`src/hw/rtl/i2csbe_pkg.sv`:
```
// i2csbe_pkg: beat types, event codes and widths for the I2C slave bit engine.
// No dependencies; used by i2csbe_core and i2c_slave_bit_engine.
`timescale 1ns / 1ps

package i2csbe_pkg;

  localparam int ADDR_W       = 7;
  localparam int BYTE_W       = 8;
  localparam int BYTE_COUNT_W = 16;
  localparam int CFG_DATA_W   = 32;
  localparam int CFG_ADDR_W   = 3;

  // byte address of the own_address register
  localparam logic [CFG_ADDR_W-1:0] REG_OWN_ADDRESS = 3'd0;

  typedef enum logic [2:0] {
    EV_NONE        = 3'd0,
    EV_START       = 3'd1,
    EV_WRITE_MATCH = 3'd2,
    EV_READ_MATCH  = 3'd3,
    EV_MISMATCH    = 3'd4,
    EV_BYTE_IN     = 3'd5,
    EV_MASTER_NACK = 3'd6,
    EV_STOP        = 3'd7
  } event_t;

  typedef struct packed {
    logic              scl_level;
    logic              sda_level;
    logic [BYTE_W-1:0] tx_data;
  } in_item_t;

  typedef struct packed {
    logic                    sda_pull_low;
    logic [BYTE_W-1:0]       rx_byte;
    logic                    tx_request;
    logic [2:0]              event_code;
    logic [BYTE_COUNT_W-1:0] byte_count;
  } out_item_t;

endpackage

```
`src/hw/rtl/i2c_slave_bit_engine.sv`:
```
// I2C slave bit engine with a 7-bit own address. Takes one sampled SCL/SDA pair
// per beat, detects start and stop, matches the address, acks, receives bytes in
// write transfers and shifts out tx_data bytes in read transfers, MSB first. One
// result beat per input beat. Throughput is one beat per clock unless stalled.
// Each accepted beat goes through the input register, then the state update into
// the result register in i2csbe_core. The own_address register sits at byte
// address 0 of the APB-style port; the user must write it only while the engine
// is idle; the engine does not enforce it. Depends on i2csbe_pkg and i2csbe_core.
`timescale 1ns / 1ps

module i2c_slave_bit_engine #(
  parameter int COUNT_BITS = 16
) (
  input  logic                                  clk,
  input  logic                                  rst_n,
  input  logic                                  in_valid,
  output logic                                  in_stall,
  input  i2csbe_pkg::in_item_t                  in_data,
  output logic                                  out_valid,
  input  logic                                  out_stall,
  output i2csbe_pkg::out_item_t                 out_data,
  input  logic                                  cfg_psel,
  input  logic                                  cfg_penable,
  input  logic                                  cfg_pwrite,
  input  logic [i2csbe_pkg::CFG_ADDR_W-1:0]     cfg_paddr,
  input  logic [i2csbe_pkg::CFG_DATA_W-1:0]     cfg_pwdata,
  output logic [i2csbe_pkg::CFG_DATA_W-1:0]     cfg_prdata,
  output logic                                  cfg_pready
);

  i2csbe_pkg::in_item_t              in_r;
  logic                              in_valid_r;
  logic                              out_valid_r;
  logic [i2csbe_pkg::ADDR_W-1:0]     own_addr_r;
  logic                              step;
  logic                              in_take;

  // advance when the result register is free or being drained
  assign step     = in_valid_r && (!out_valid_r || !out_stall);
  assign in_stall = in_valid_r && !step;
  assign in_take  = in_valid && !in_stall;

  always_ff @(posedge clk) begin
    if (!rst_n) begin
      in_valid_r  <= 1'b0;
      out_valid_r <= 1'b0;
    end else begin
      if (in_take) begin
        in_valid_r <= 1'b1;
      end else if (step) begin
        in_valid_r <= 1'b0;
      end
      if (step) begin
        out_valid_r <= 1'b1;
      end else if (!out_stall) begin
        out_valid_r <= 1'b0;
      end
    end
  end

  always_ff @(posedge clk) begin
    if (in_take) begin
      in_r <= in_data;
    end
  end

  assign cfg_pready = 1'b1;

  always_ff @(posedge clk) begin
    if (!rst_n) begin
      own_addr_r <= '0;
    end else if (cfg_psel && cfg_penable && cfg_pwrite && cfg_pready &&
                 cfg_paddr == i2csbe_pkg::REG_OWN_ADDRESS) begin
      own_addr_r <= cfg_pwdata[i2csbe_pkg::ADDR_W-1:0];
    end
  end

  assign cfg_prdata = (cfg_paddr == i2csbe_pkg::REG_OWN_ADDRESS)
                      ? {{(i2csbe_pkg::CFG_DATA_W-i2csbe_pkg::ADDR_W){1'b0}}, own_addr_r}
                      : '0;

  i2csbe_core #(
    .COUNT_BITS (COUNT_BITS)
  ) u_core (
    .clk         (clk),
    .rst_n       (rst_n),
    .step_en     (step),
    .item        (in_r),
    .own_address (own_addr_r),
    .res_r       (out_data)
  );

  assign out_valid = out_valid_r;

  a_no_overrun: assert property (@(posedge clk) disable iff (!rst_n)
    out_valid_r && out_stall |=> out_valid_r)
    else $error("result beat dropped while stalled");

  a_held_input_waits: assert property (@(posedge clk) disable iff (!rst_n)
    in_valid_r && !step |=> in_valid_r && $stable(in_r))
    else $error("held input beat lost");

  a_step_fills_output: assert property (@(posedge clk) disable iff (!rst_n)
    step |=> out_valid_r)
    else $error("processed beat did not reach the result register");

endmodule

```
`src/hw/rtl/i2csbe_core.sv`:
```
// i2csbe_core: bus state machine of the I2C slave bit engine, one sample pair per step.
// Holds the bus state and the result register; depends on i2csbe_pkg.
`timescale 1ns / 1ps

module i2csbe_core #(
  parameter int COUNT_BITS = 16
) (
  input  logic                              clk,
  input  logic                              rst_n,
  input  logic                              step_en,
  input  i2csbe_pkg::in_item_t              item,
  input  logic [i2csbe_pkg::ADDR_W-1:0]     own_address,
  output i2csbe_pkg::out_item_t             res_r
);

  typedef enum logic [2:0] {
    PH_IDLE    = 3'd0,
    PH_ADDR    = 3'd1,
    PH_ACK_OUT = 3'd2,
    PH_RX      = 3'd3,
    PH_TX      = 3'd4,
    PH_TX_ACK  = 3'd5,
    PH_WAIT    = 3'd6
  } phase_t;

  phase_t                              phase_r, phase_nxt;
  logic                                prev_scl_r, prev_sda_r;
  logic [3:0]                          bit_cnt_r, bit_cnt_nxt;
  logic [i2csbe_pkg::BYTE_W-1:0]       shift_r, shift_nxt;
  logic                                dir_read_r, dir_read_nxt;
  logic [COUNT_BITS-1:0]               moved_r, moved_nxt, moved_inc;
  logic                                drive_low_r, drive_low_nxt;
  i2csbe_pkg::out_item_t               res_nxt;
  logic [i2csbe_pkg::BYTE_COUNT_W-1:0] count_out;

  logic                          scl, sda, rise, fall, scl_hi;
  logic [3:0]                    cnt_inc;
  logic [i2csbe_pkg::BYTE_W-1:0] shift_in;
  logic [2:0]                    ev;
  logic [i2csbe_pkg::BYTE_W-1:0] rxb;
  logic                          txreq;

  assign scl      = item.scl_level;
  assign sda      = item.sda_level;
  assign rise     = !prev_scl_r && scl;
  assign fall     = prev_scl_r && !scl;
  assign scl_hi   = prev_scl_r && scl;
  assign cnt_inc  = bit_cnt_r + 4'd1;
  assign shift_in = {shift_r[i2csbe_pkg::BYTE_W-2:0], sda};
  // hold at all ones
  assign moved_inc = (&moved_r) ? moved_r : moved_r + COUNT_BITS'(1);

  always_comb begin
    phase_nxt     = phase_r;
    bit_cnt_nxt   = bit_cnt_r;
    shift_nxt     = shift_r;
    dir_read_nxt  = dir_read_r;
    moved_nxt     = moved_r;
    drive_low_nxt = drive_low_r;
    ev            = i2csbe_pkg::EV_NONE;
    rxb           = '0;
    txreq         = 1'b0;

    priority if (scl_hi && prev_sda_r && !sda) begin
      // start or repeated start
      ev            = i2csbe_pkg::EV_START;
      phase_nxt     = PH_ADDR;
      bit_cnt_nxt   = 4'd0;
      shift_nxt     = '0;
      moved_nxt     = '0;
      drive_low_nxt = 1'b0;
    end else if (scl_hi && !prev_sda_r && sda) begin
      ev            = i2csbe_pkg::EV_STOP;
      phase_nxt     = PH_IDLE;
      bit_cnt_nxt   = 4'd0;
      drive_low_nxt = 1'b0;
    end else begin
      unique case (phase_r)
        PH_IDLE, PH_WAIT: begin
        end
        PH_ADDR: begin
          if (rise) begin
            shift_nxt   = shift_in;
            bit_cnt_nxt = cnt_inc;
            if (cnt_inc >= 4'd8) begin
              bit_cnt_nxt = 4'd8;
              if (shift_in[7:1] == own_address) begin
                dir_read_nxt = shift_in[0];
                ev = shift_in[0] ? i2csbe_pkg::EV_READ_MATCH : i2csbe_pkg::EV_WRITE_MATCH;
                phase_nxt = PH_ACK_OUT;
              end else begin
                ev        = i2csbe_pkg::EV_MISMATCH;
                phase_nxt = PH_WAIT;
              end
            end
          end
        end
        PH_ACK_OUT: begin
          if (fall) begin
            if (bit_cnt_r == 4'd8) begin
              drive_low_nxt = 1'b1;
              bit_cnt_nxt   = 4'd9;
            end else begin
              bit_cnt_nxt = 4'd0;
              if (dir_read_r) begin
                phase_nxt     = PH_TX;
                txreq         = 1'b1;
                shift_nxt     = item.tx_data;
                drive_low_nxt = !item.tx_data[7];
              end else begin
                phase_nxt     = PH_RX;
                shift_nxt     = '0;
                drive_low_nxt = 1'b0;
              end
            end
          end
        end
        PH_RX: begin
          if (rise) begin
            shift_nxt   = shift_in;
            bit_cnt_nxt = cnt_inc;
            if (cnt_inc >= 4'd8) begin
              bit_cnt_nxt = 4'd8;
              ev          = i2csbe_pkg::EV_BYTE_IN;
              rxb         = shift_in;
              moved_nxt   = moved_inc;
              phase_nxt   = PH_ACK_OUT;
            end
          end
        end
        PH_TX: begin
          if (rise) begin
            bit_cnt_nxt = cnt_inc;
            if (cnt_inc >= 4'd8) begin
              bit_cnt_nxt = 4'd8;
              moved_nxt   = moved_inc;
              phase_nxt   = PH_TX_ACK;
            end
          end else if (fall && bit_cnt_r >= 4'd1) begin
            // advance to the next data bit
            shift_nxt     = {shift_r[i2csbe_pkg::BYTE_W-2:0], 1'b0};
            drive_low_nxt = !shift_r[6];
          end
        end
        PH_TX_ACK: begin
          if (fall && bit_cnt_r == 4'd8) begin
            drive_low_nxt = 1'b0;
            bit_cnt_nxt   = 4'd9;
          end else if (rise && bit_cnt_r == 4'd9) begin
            if (!sda) begin
              bit_cnt_nxt = 4'd10;
            end else begin
              ev          = i2csbe_pkg::EV_MASTER_NACK;
              phase_nxt   = PH_WAIT;
              bit_cnt_nxt = 4'd0;
            end
          end else if (fall && bit_cnt_r == 4'd10) begin
            phase_nxt     = PH_TX;
            bit_cnt_nxt   = 4'd0;
            txreq         = 1'b1;
            shift_nxt     = item.tx_data;
            drive_low_nxt = !item.tx_data[7];
          end
        end
        default: begin
          phase_nxt     = PH_IDLE;
          drive_low_nxt = 1'b0;
        end
      endcase
    end
  end

  // fit the transfer count to the 16-bit output field: clamp if wider, zero-extend if narrower
  generate
    if (COUNT_BITS > i2csbe_pkg::BYTE_COUNT_W) begin : g_sat
      assign count_out = (|moved_nxt[COUNT_BITS-1:i2csbe_pkg::BYTE_COUNT_W])
                         ? '1 : moved_nxt[i2csbe_pkg::BYTE_COUNT_W-1:0];
    end else if (COUNT_BITS == i2csbe_pkg::BYTE_COUNT_W) begin : g_eq
      assign count_out = moved_nxt;
    end else begin : g_ext
      assign count_out = {{(i2csbe_pkg::BYTE_COUNT_W-COUNT_BITS){1'b0}}, moved_nxt};
    end
  endgenerate

  always_comb begin
    res_nxt.sda_pull_low = drive_low_nxt;
    res_nxt.rx_byte      = rxb;
    res_nxt.tx_request   = txreq;
    res_nxt.event_code   = ev;
    res_nxt.byte_count   = count_out;
  end

  always_ff @(posedge clk) begin
    if (!rst_n) begin
      phase_r     <= PH_IDLE;
      prev_scl_r  <= 1'b1;
      prev_sda_r  <= 1'b1;
      bit_cnt_r   <= 4'd0;
      shift_r     <= '0;
      dir_read_r  <= 1'b0;
      moved_r     <= '0;
      drive_low_r <= 1'b0;
      res_r       <= '0;
    end else if (step_en) begin
      phase_r     <= phase_nxt;
      prev_scl_r  <= scl;
      prev_sda_r  <= sda;
      bit_cnt_r   <= bit_cnt_nxt;
      shift_r     <= shift_nxt;
      dir_read_r  <= dir_read_nxt;
      moved_r     <= moved_nxt;
      drive_low_r <= drive_low_nxt;
      res_r       <= res_nxt;
    end
  end

  a_txreq_enters_tx: assert property (@(posedge clk) disable iff (!rst_n)
    res_r.tx_request |-> phase_r == PH_TX)
    else $error("tx_request without entering the transmit phase");

  a_rx_byte_only_on_byte_in: assert property (@(posedge clk) disable iff (!rst_n)
    res_r.rx_byte != '0 |-> res_r.event_code == i2csbe_pkg::EV_BYTE_IN)
    else $error("rx_byte nonzero outside a byte-in event");

  a_start_clears: assert property (@(posedge clk) disable iff (!rst_n)
    res_r.event_code == i2csbe_pkg::EV_START |->
      phase_r == PH_ADDR && moved_r == '0 && !drive_low_r)
    else $error("start did not restart address reception");

  a_stop_releases: assert property (@(posedge clk) disable iff (!rst_n)
    res_r.event_code == i2csbe_pkg::EV_STOP |-> phase_r == PH_IDLE && !res_r.sda_pull_low)
    else $error("stop did not release SDA and go idle");

  a_bit_cnt_range: assert property (@(posedge clk) disable iff (!rst_n)
    bit_cnt_r <= 4'd10)
    else $error("bit counter out of range");

endmodule

```
`config.mk`:
```
export PLATFORM = sky130hd
export DESIGN_NAME = i2c_slave_bit_engine
export DESIGN_NICKNAME = d
export VERILOG_FILES = /design/src/hw/rtl/i2csbe_pkg.sv /design/src/hw/rtl/i2c_slave_bit_engine.sv /design/src/hw/rtl/i2csbe_core.sv
export SDC_FILE = /design/constraint.sdc
export NUM_CORES = 1
export LEC_CHECK = 0
export BUFFER_PORTS_ARGS = -buffer_cell sky130_fd_sc_hd__buf_2
export CAP_MARGIN = 15
export CORE_ASPECT_RATIO = 0.9
export CORE_MARGIN = 2
export CORE_UTILIZATION = 47
export CTS_CLUSTER_SIZE = 16
export DETAILED_ROUTE_END_ITERATION = 8
export GPL_TIMING_DRIVEN = 0
export PLACE_DENSITY = 0.77
export RECOVER_POWER = 25
export SLEW_MARGIN = 20
export SYNTH_ARGS = -nofsm -noshare
export SYNTH_HDL_FRONTEND = slang
export SYNTH_SLANG_ARGS = --single-unit
```
`constraint.sdc`:
```
create_clock -name clk -period 2.1 [get_ports clk]
set_input_delay 0.42 -clock clk [delete_from_list [all_inputs] [get_ports clk]]
set_output_delay 0.42 -clock clk [all_outputs]
set_load 0.05 [all_outputs]
```
### After elaboration in Yosys (flattened, before gate mapping)

Index checks and enable logic that the tools add are counted.

| cells by class | value |
|---|---|
| mux-type cells | 88 |
| add/sub/neg operators | 2 |
| reductions and logical operators | 48 |
| eq/ne operators | 40 |
| bitwise operators | 2 |
| order comparisons | 2 |

Operator list:

| cell | count |
|---|---|
| two-way mux 16 bit | 6 |
| two-way mux 7 bit | 12 |
| two-way mux 3 bit | 26 |
| two-way mux 4 bit | 10 |
| two-way mux 8 bit | 5 |
| != test 4 x 1 -> 1 bit (second input constant) | 9 |
| case mux 7 bit (4 select lines) | 1 |
| two-way mux 1 bit | 23 |
| != test 3 x 1 -> 1 bit (second input constant) | 6 |
| case mux 3 bit (6 select lines) | 1 |
| logical AND 1 bit | 17 |
| adder 16 x 1 -> 16 bit (second input constant) | 1 |
| AND reduction 16 bit | 1 |
| AND reduction 7 bit | 2 |
| AND reduction 13 bit | 1 |
| == test 4 bit (second input constant) | 3 |
| case mux 4 bit (3 select lines) | 1 |
| AND reduction 11 bit | 1 |
| logical NOT 1 bit | 10 |
| != test 5 x 1 -> 1 bit (second input constant) | 2 |
| nonzero test 5 bit | 2 |
| == test 3 bit (second input constant) | 3 |
| != test 3 x 2 -> 1 bit (second input constant) | 3 |
| case mux 3 bit (3 select lines) | 1 |
| other kinds (25) | 35 |

| word-level totals | value |
|---|---|
| word-level logic and storage cells | 199 |
| bits in registers | 65 |

### Longest topological paths before layout

| logic depth | value |
|---|---|
| depth after elaboration | 9 |
| mapped depth | 9 |

### Cells and area by module

Synthesis repeated with hierarchy kept, for this count alone.

| second synthesis, totals | value |
|---|---|
| cell total of the unflattened synthesis | 497 |
| area, all modules | 4131.5 um2 |

Modules (own cells, without submodules):

| module | instances | area each (um2) | cells each |
|---|---|---|---|
| i2csbe_core | 1 | 3195.6 | 411 |
| i2c_slave_bit_engine | 1 | 935.9 | 86 |

### Least setup slack after synthesis

No wires, ideal clock.

| timing path | value |
|---|---|
| kind | reg-to-reg |
| start point | register u_core.moved_r[6] |
| end point | register u_core.moved_r[13] |
| setup time | 0.128 ns |
| path slack | -0.030 ns |
| period minus slack after synthesis | 2.130 ns |
| stages on the path, launching flop included | 8 |
| arrival | 2.003 ns |
| buffers on the path | 1 |
| cells stage by stage | dfxtp_1 > and4_1 > nand3_1 > o2111a_2 > buf_2 > o211ai_1 > xnor2_1 > nor2_1 |

| between the ends | value |
|---|---|
| cells in the longest elaborated chain, start to end | 7 |

Ends and longest elaborated chain:

| item | RTL line | text |
|---|---|---|
| start, declared | i2csbe_core.sv:31 | `logic [COUNT_BITS-1:0] moved_r, moved_nxt, moved_inc;` |
| start signal, assigned | i2csbe_core.sv:211 | `moved_r <= moved_nxt;` |
| adder 16 x 1 -> 16 bit | i2csbe_core.sv:51 | `assign moved_inc = (&moved_r) ? moved_r : moved_r + COUNT_BITS'(1);` |
| two-way mux 16 bit | i2csbe_core.sv:51 |  |
| two-way mux 16 bit | i2csbe_core.sv:122, i2csbe_core.sv:134 |  |
| two-way mux 16 bit | i2csbe_core.sv:119 | `if (rise) begin` |
| two-way mux 16 bit | n/a |  |
| two-way mux 16 bit | i2csbe_core.sv:72 | `end else if (scl_hi && !prev_sda_r && sda) begin` |
| two-way mux 16 bit | i2csbe_core.sv:64 | `priority if (scl_hi && prev_sda_r && !sda) begin` |

Several ways; a longest one is shown, not always the timed one. The select of a mux whose other input is x is not followed.
A chain may end at the register's enable or synchronous reset.

### Worst setup path in the final report

| timing path | value |
|---|---|
| start point | register u_core.bit_cnt_r[0] |
| end point | register u_core.phase_r[0] |

| between the ends | value |
|---|---|
| cells in the longest elaborated chain, start to end | 7 |

Ends and longest elaborated chain:

| item | RTL line | text |
|---|---|---|
| start, declared | i2csbe_core.sv:28 | `logic [3:0] bit_cnt_r, bit_cnt_nxt;` |
| start signal, assigned | i2csbe_core.sv:208 | `bit_cnt_r <= bit_cnt_nxt;` |
| branches (longest 7 deep; another with adder 4 x 1 -> 4 bit) | n/a |  |
| end signal, assigned | i2csbe_core.sv:205 | `phase_r <= phase_nxt;` |
| end, declared | i2csbe_core.sv:26 | `phase_t phase_r, phase_nxt;` |

Parallel ways; which one is timed is not known. The select of a mux whose other input is x is not followed.

==> results.txt <==
The clock drives 65 sinks. STA puts the critical path data arrival time at 2.28 ns. Excluding fillers, the count of instances in the completed layout stands at 643. Of the cells placed in the final design, the portion with a size suffix greater than 1 is 25.4%.

The count of pins on the block boundary is 116. The number of port buffers came out at 64. The number of nets still failing antenna checks after routing is 0. The critical path ends at u_core.phase_r[0]. Global routing used 21.9% of the available tracks. The floorplan step defined a core boundary enclosing 7950 um2. The CTS tree is yes. The number of buffers created by CTS is 9. The wire length of the first global-routing pass is 15.2 mm. The maximum fanout encountered on the critical timing path is 6. The total of max-cap violations came out at 0. Among cell families on the critical path, the largest total delay comes from compound AO/OA/AOI/OAI gates. The worst path meets setup with 0.0583 ns of slack. The reg-to-reg startpoint is u_core.bit_cnt_r[0]. The worst hold path belongs to the class in2reg. The total grt overflow came out at 0.

Measured along the x axis, the die boundary spans 98.6 um. The kind of end point of the critical path is a flop. On the critical path, the stage with the largest delay is an instance of dfxtp_2.

The number of global-route vias before repair is 3142. The number of detailed-route iterations in the first pass is 5. By area the synthesized netlist is led by dfxtp_1 29%, edfxtp_1 7.9%, buf_4 5.4%, nor2b_1 4.3%, a22o_1 3.7%. The sequential area share after synthesis is 37.0%. The final layout net count came out at 598.

The yosys synthesis warning count is 0. The run finished with clean final reports. The vertical die dimension came out at 89.1 um. The H-tree was split into 3 levels. Dividing total power by cell area gives a power density of 576 nW/um2.

The depth of the worst register-to-register path came out at 8. The post-synthesis sequential element count is 65. The starting density of the core came out at 47.6%. The worst hold margin came out at 0.247 ns. In this run the mean area of a mapped cell was 8.66 um2. The initial DRC count came out at 225.

The most used flip-flop cell after synthesis is dfxtp_1. The part of the cycle the worst path needs is 97.2%. Derived from the worst setup path, the maximum achievable clock frequency is 490 MHz.

Leaving out fill and tap cells, the most frequent cell in the layout is buf_2. The total wirelength of the detailed-routed design came out at 9.68 mm. The routability congestion estimate is 0.926. The number of enable flip-flop cells after synthesis came out at 10. The via density per instance is 5.44.

In this run the worst setup path begins at u_core.bit_cnt_r[0]. The total number of cells along the worst setup path came out at 8. The tree is rooted in a clkbuf_8.

The synthesized netlist contains 62 unique library cells. The number of instances in the synthesized netlist came out at 437. By instance count, the cell type seen most on the critical path is o211a_1. In this run the register-to-register setup slack is 0.06 ns. The cell type with the largest total area after synthesis is dfxtp_1. The repair_antennas step left the layout with diodes totalling 0. The total of fill cells in the finished design is 758. The analysis attributes to cell leakage a power of 1.90 nW. The number of cells after detailed placement is 624. The number of antenna violations at the first check in global routing is 0. The mean routed wirelength per cell is 15.1 um. Setup repair after global routing could not meet its margin everywhere. The clock latency of the later-clocked register in the worst-skew pair came out at 0.34 ns. On the final layout, the worst clock skew is 0.00710 ns.

At the placement stage, the worst setup path has a slack of -0.0967 ns. The highest cell delay on the worst timing path is 0.37 ns. The clock-pin slew of the registers on the worst-case setup and hold paths came out at 0.07 ns. The tightest slew margin relative to the limit is 29.5%.

From synthesis to final layout, the design area changed by 23.1%. The path type of the worst setup path is reg2reg. Traced cell by cell, the critical path runs through inv_1 -> ha_1 -> and3b_1 -> o2111ai_1 -> o211a_1 -> and4b_2 -> o21a_1 -> o211a_1. The die covers 8790 um2.

The detailed-route via count came out at 3497. The fraction of post-synthesis cell area in the top cell type by area came out at 29.1%. The number of endpoints failing setup at the final stage came out at 0.

The post-DP HPWL came out at 7.16 mm. Leaving out fill and tap cells, the most frequent cells in the layout are 55 x buf_2, 50 x dfxtp_1, 32 x buf_4. The number of placement rows came out at 31. The maximum number of buffers from clock root to sink came out at 2. The maximum number of pins on one net before global-route repair is 12. At the worst endpoint, the required time is 2.34 ns. The worst IR drop on VDD is 0.410 mV. The final count of hold timing violations came out at 0.

Setup total negative slack on the finished layout was measured at 0 ns. The final-report max-slew violation count came out at 0. The remaining routing DRC violations is 0.

The fraction of synthesis flops using an asynchronous set or reset pin came out at 0%. The startpoint kind of the worst setup timing path is a flop. The routed design could run at a clock period as short as 2.04 ns. The transition at the pin with the smallest max-transition slack is 1.06 ns. The endpoint identified for the worst register-to-register timing path is u_core.phase_r[0]. The total of hold buffers inserted after clock tree synthesis is 0. Summing every instance area after synthesis gives 3790 um2. Together, buffers and inverters on the worst path number 1.
[area by class of cell]
class                           count  area (um2)  area share [%]
Timing Repair Buffer               68         329            7.06
Clock buffer                       11         131            2.82
Buffer                             50         322            6.90
Inverter                            8        30.0           0.644
Multi-Input combinational cell    337        2260            48.5
Clock inverter                      5        56.3            1.21
Tap cell                           99         124            2.66
Sequential cell                    65        1410            30.2
[logic make-up after synthesis]
| kind of cell | after synthesis | share of synthesized area [%] |
|---|---|---|
| and+or+nand+nor | 165 | 24.0 |
| AOI/OAI and AO/OA | 106 | 19.6 |
| DFF | 65 | 37.0 |
| buffers and inverters | 59 | 8.89 |
| xor gates and xnor gates | 22 | 5.09 |
| muxes | 11 | 2.91 |
| adders and majority gates | 7 | 2.31 |
| other | 2 | 0.198 |
[layer usage]
metal | GRT usage [%] | share of wire, % | wire, um
met1 | 28.7 | 45 | 4360
met2 | 36.3 | 48 | 4610
met3 | 5.16 | 6.6 | 640
met4 | 7.10 | 0.76 | 74
met5 | 0 | 0 | 0
[flip-flops by register name, indices dropped and copies added, names as in the netlist, 3 cells and up]
register,flops
u_core.moved_r,16
u_core.shift_r,7
in_r,10
own_addr_r,7
u_core.phase_r,3
u_core.res_r,12
u_core.bit_cnt_r,4
[metrics by stage]
| step | utilization [%] | instance area, um2 | total power [mW] |
|---|---|---|---|
| floorplan | - | 3880 | 1.59 |
| global placement | 54.4 | 4320 | 1.66 |
| detailed placement | 54.4 | 4320 | 1.66 |
| CTS | 57.3 | 4560 | 2.69 |
| global route | 58.6 | 4660 | 2.79 |
| finish | 58.6 | 4660 | 2.69 |
[power by group]
part	total (mW)	internal [mW]	switching, mW
clock network	1.03	0.547	0.482
registers	1.30	1.29	0.0142
logic	0.358	0.111	0.247
[how the worst min path moves through the flow]
stage	startpoint	to	slack, ns	cells past startpoint
final	in_data[4]	in_r[4]	0.25	1
after global routing	in_data[5]	in_r[5]	0.23	1
after CTS	in_data[5]	in_r[5]	0.23	1
after detailed placement	u_core.drive_low_r	u_core.drive_low_r	0.46	2
after global placement	u_core.drive_low_r	u_core.drive_low_r	0.46	2
after floorplan	u_core.drive_low_r	u_core.drive_low_r	0.44	2
[timing repair]
action                                  in CTS  in global routing
setup buffers                                2                  2
endpoints found under the setup margin      12                 36
gates resized for setup                     11                 35
hold endpoints to repair                     0                  0
pin swaps                                    1                  5
[worst reg2reg max path, cell delays in order, from the launching register on]
cell	delay, ns
dfxtp_2	0.37
inv_1	0.09
ha_1	0.26
and3b_1	0.20
o2111ai_1	0.19
o211a_1	0.17
and4b_2	0.28
o21a_1	0.18
o211a_1	0.19
[cells in the mapped netlist, drive strengths merged (3+ instances only)]
library cell / n
nor2b: 26
and4: 4
and3: 5
o21a: 4
o221ai: 3
a31oi: 4
ha: 7
nand2b: 8
buf: 40
nand2: 30
nand4: 6
o21ai: 24
nand3: 15
nor3: 10
and2: 9
xnor2: 10
edfxtp: 10
a22o: 16
mux2i: 11
nor2: 32
nor4: 3
o211ai: 3
nand3b: 3
clkbuf: 11
o2111ai: 4
dfxtp: 55
xor2: 12
and4b: 3
a21oi: 19
inv: 8
a22oi: 9
Power figures use the tool's default switching activity.
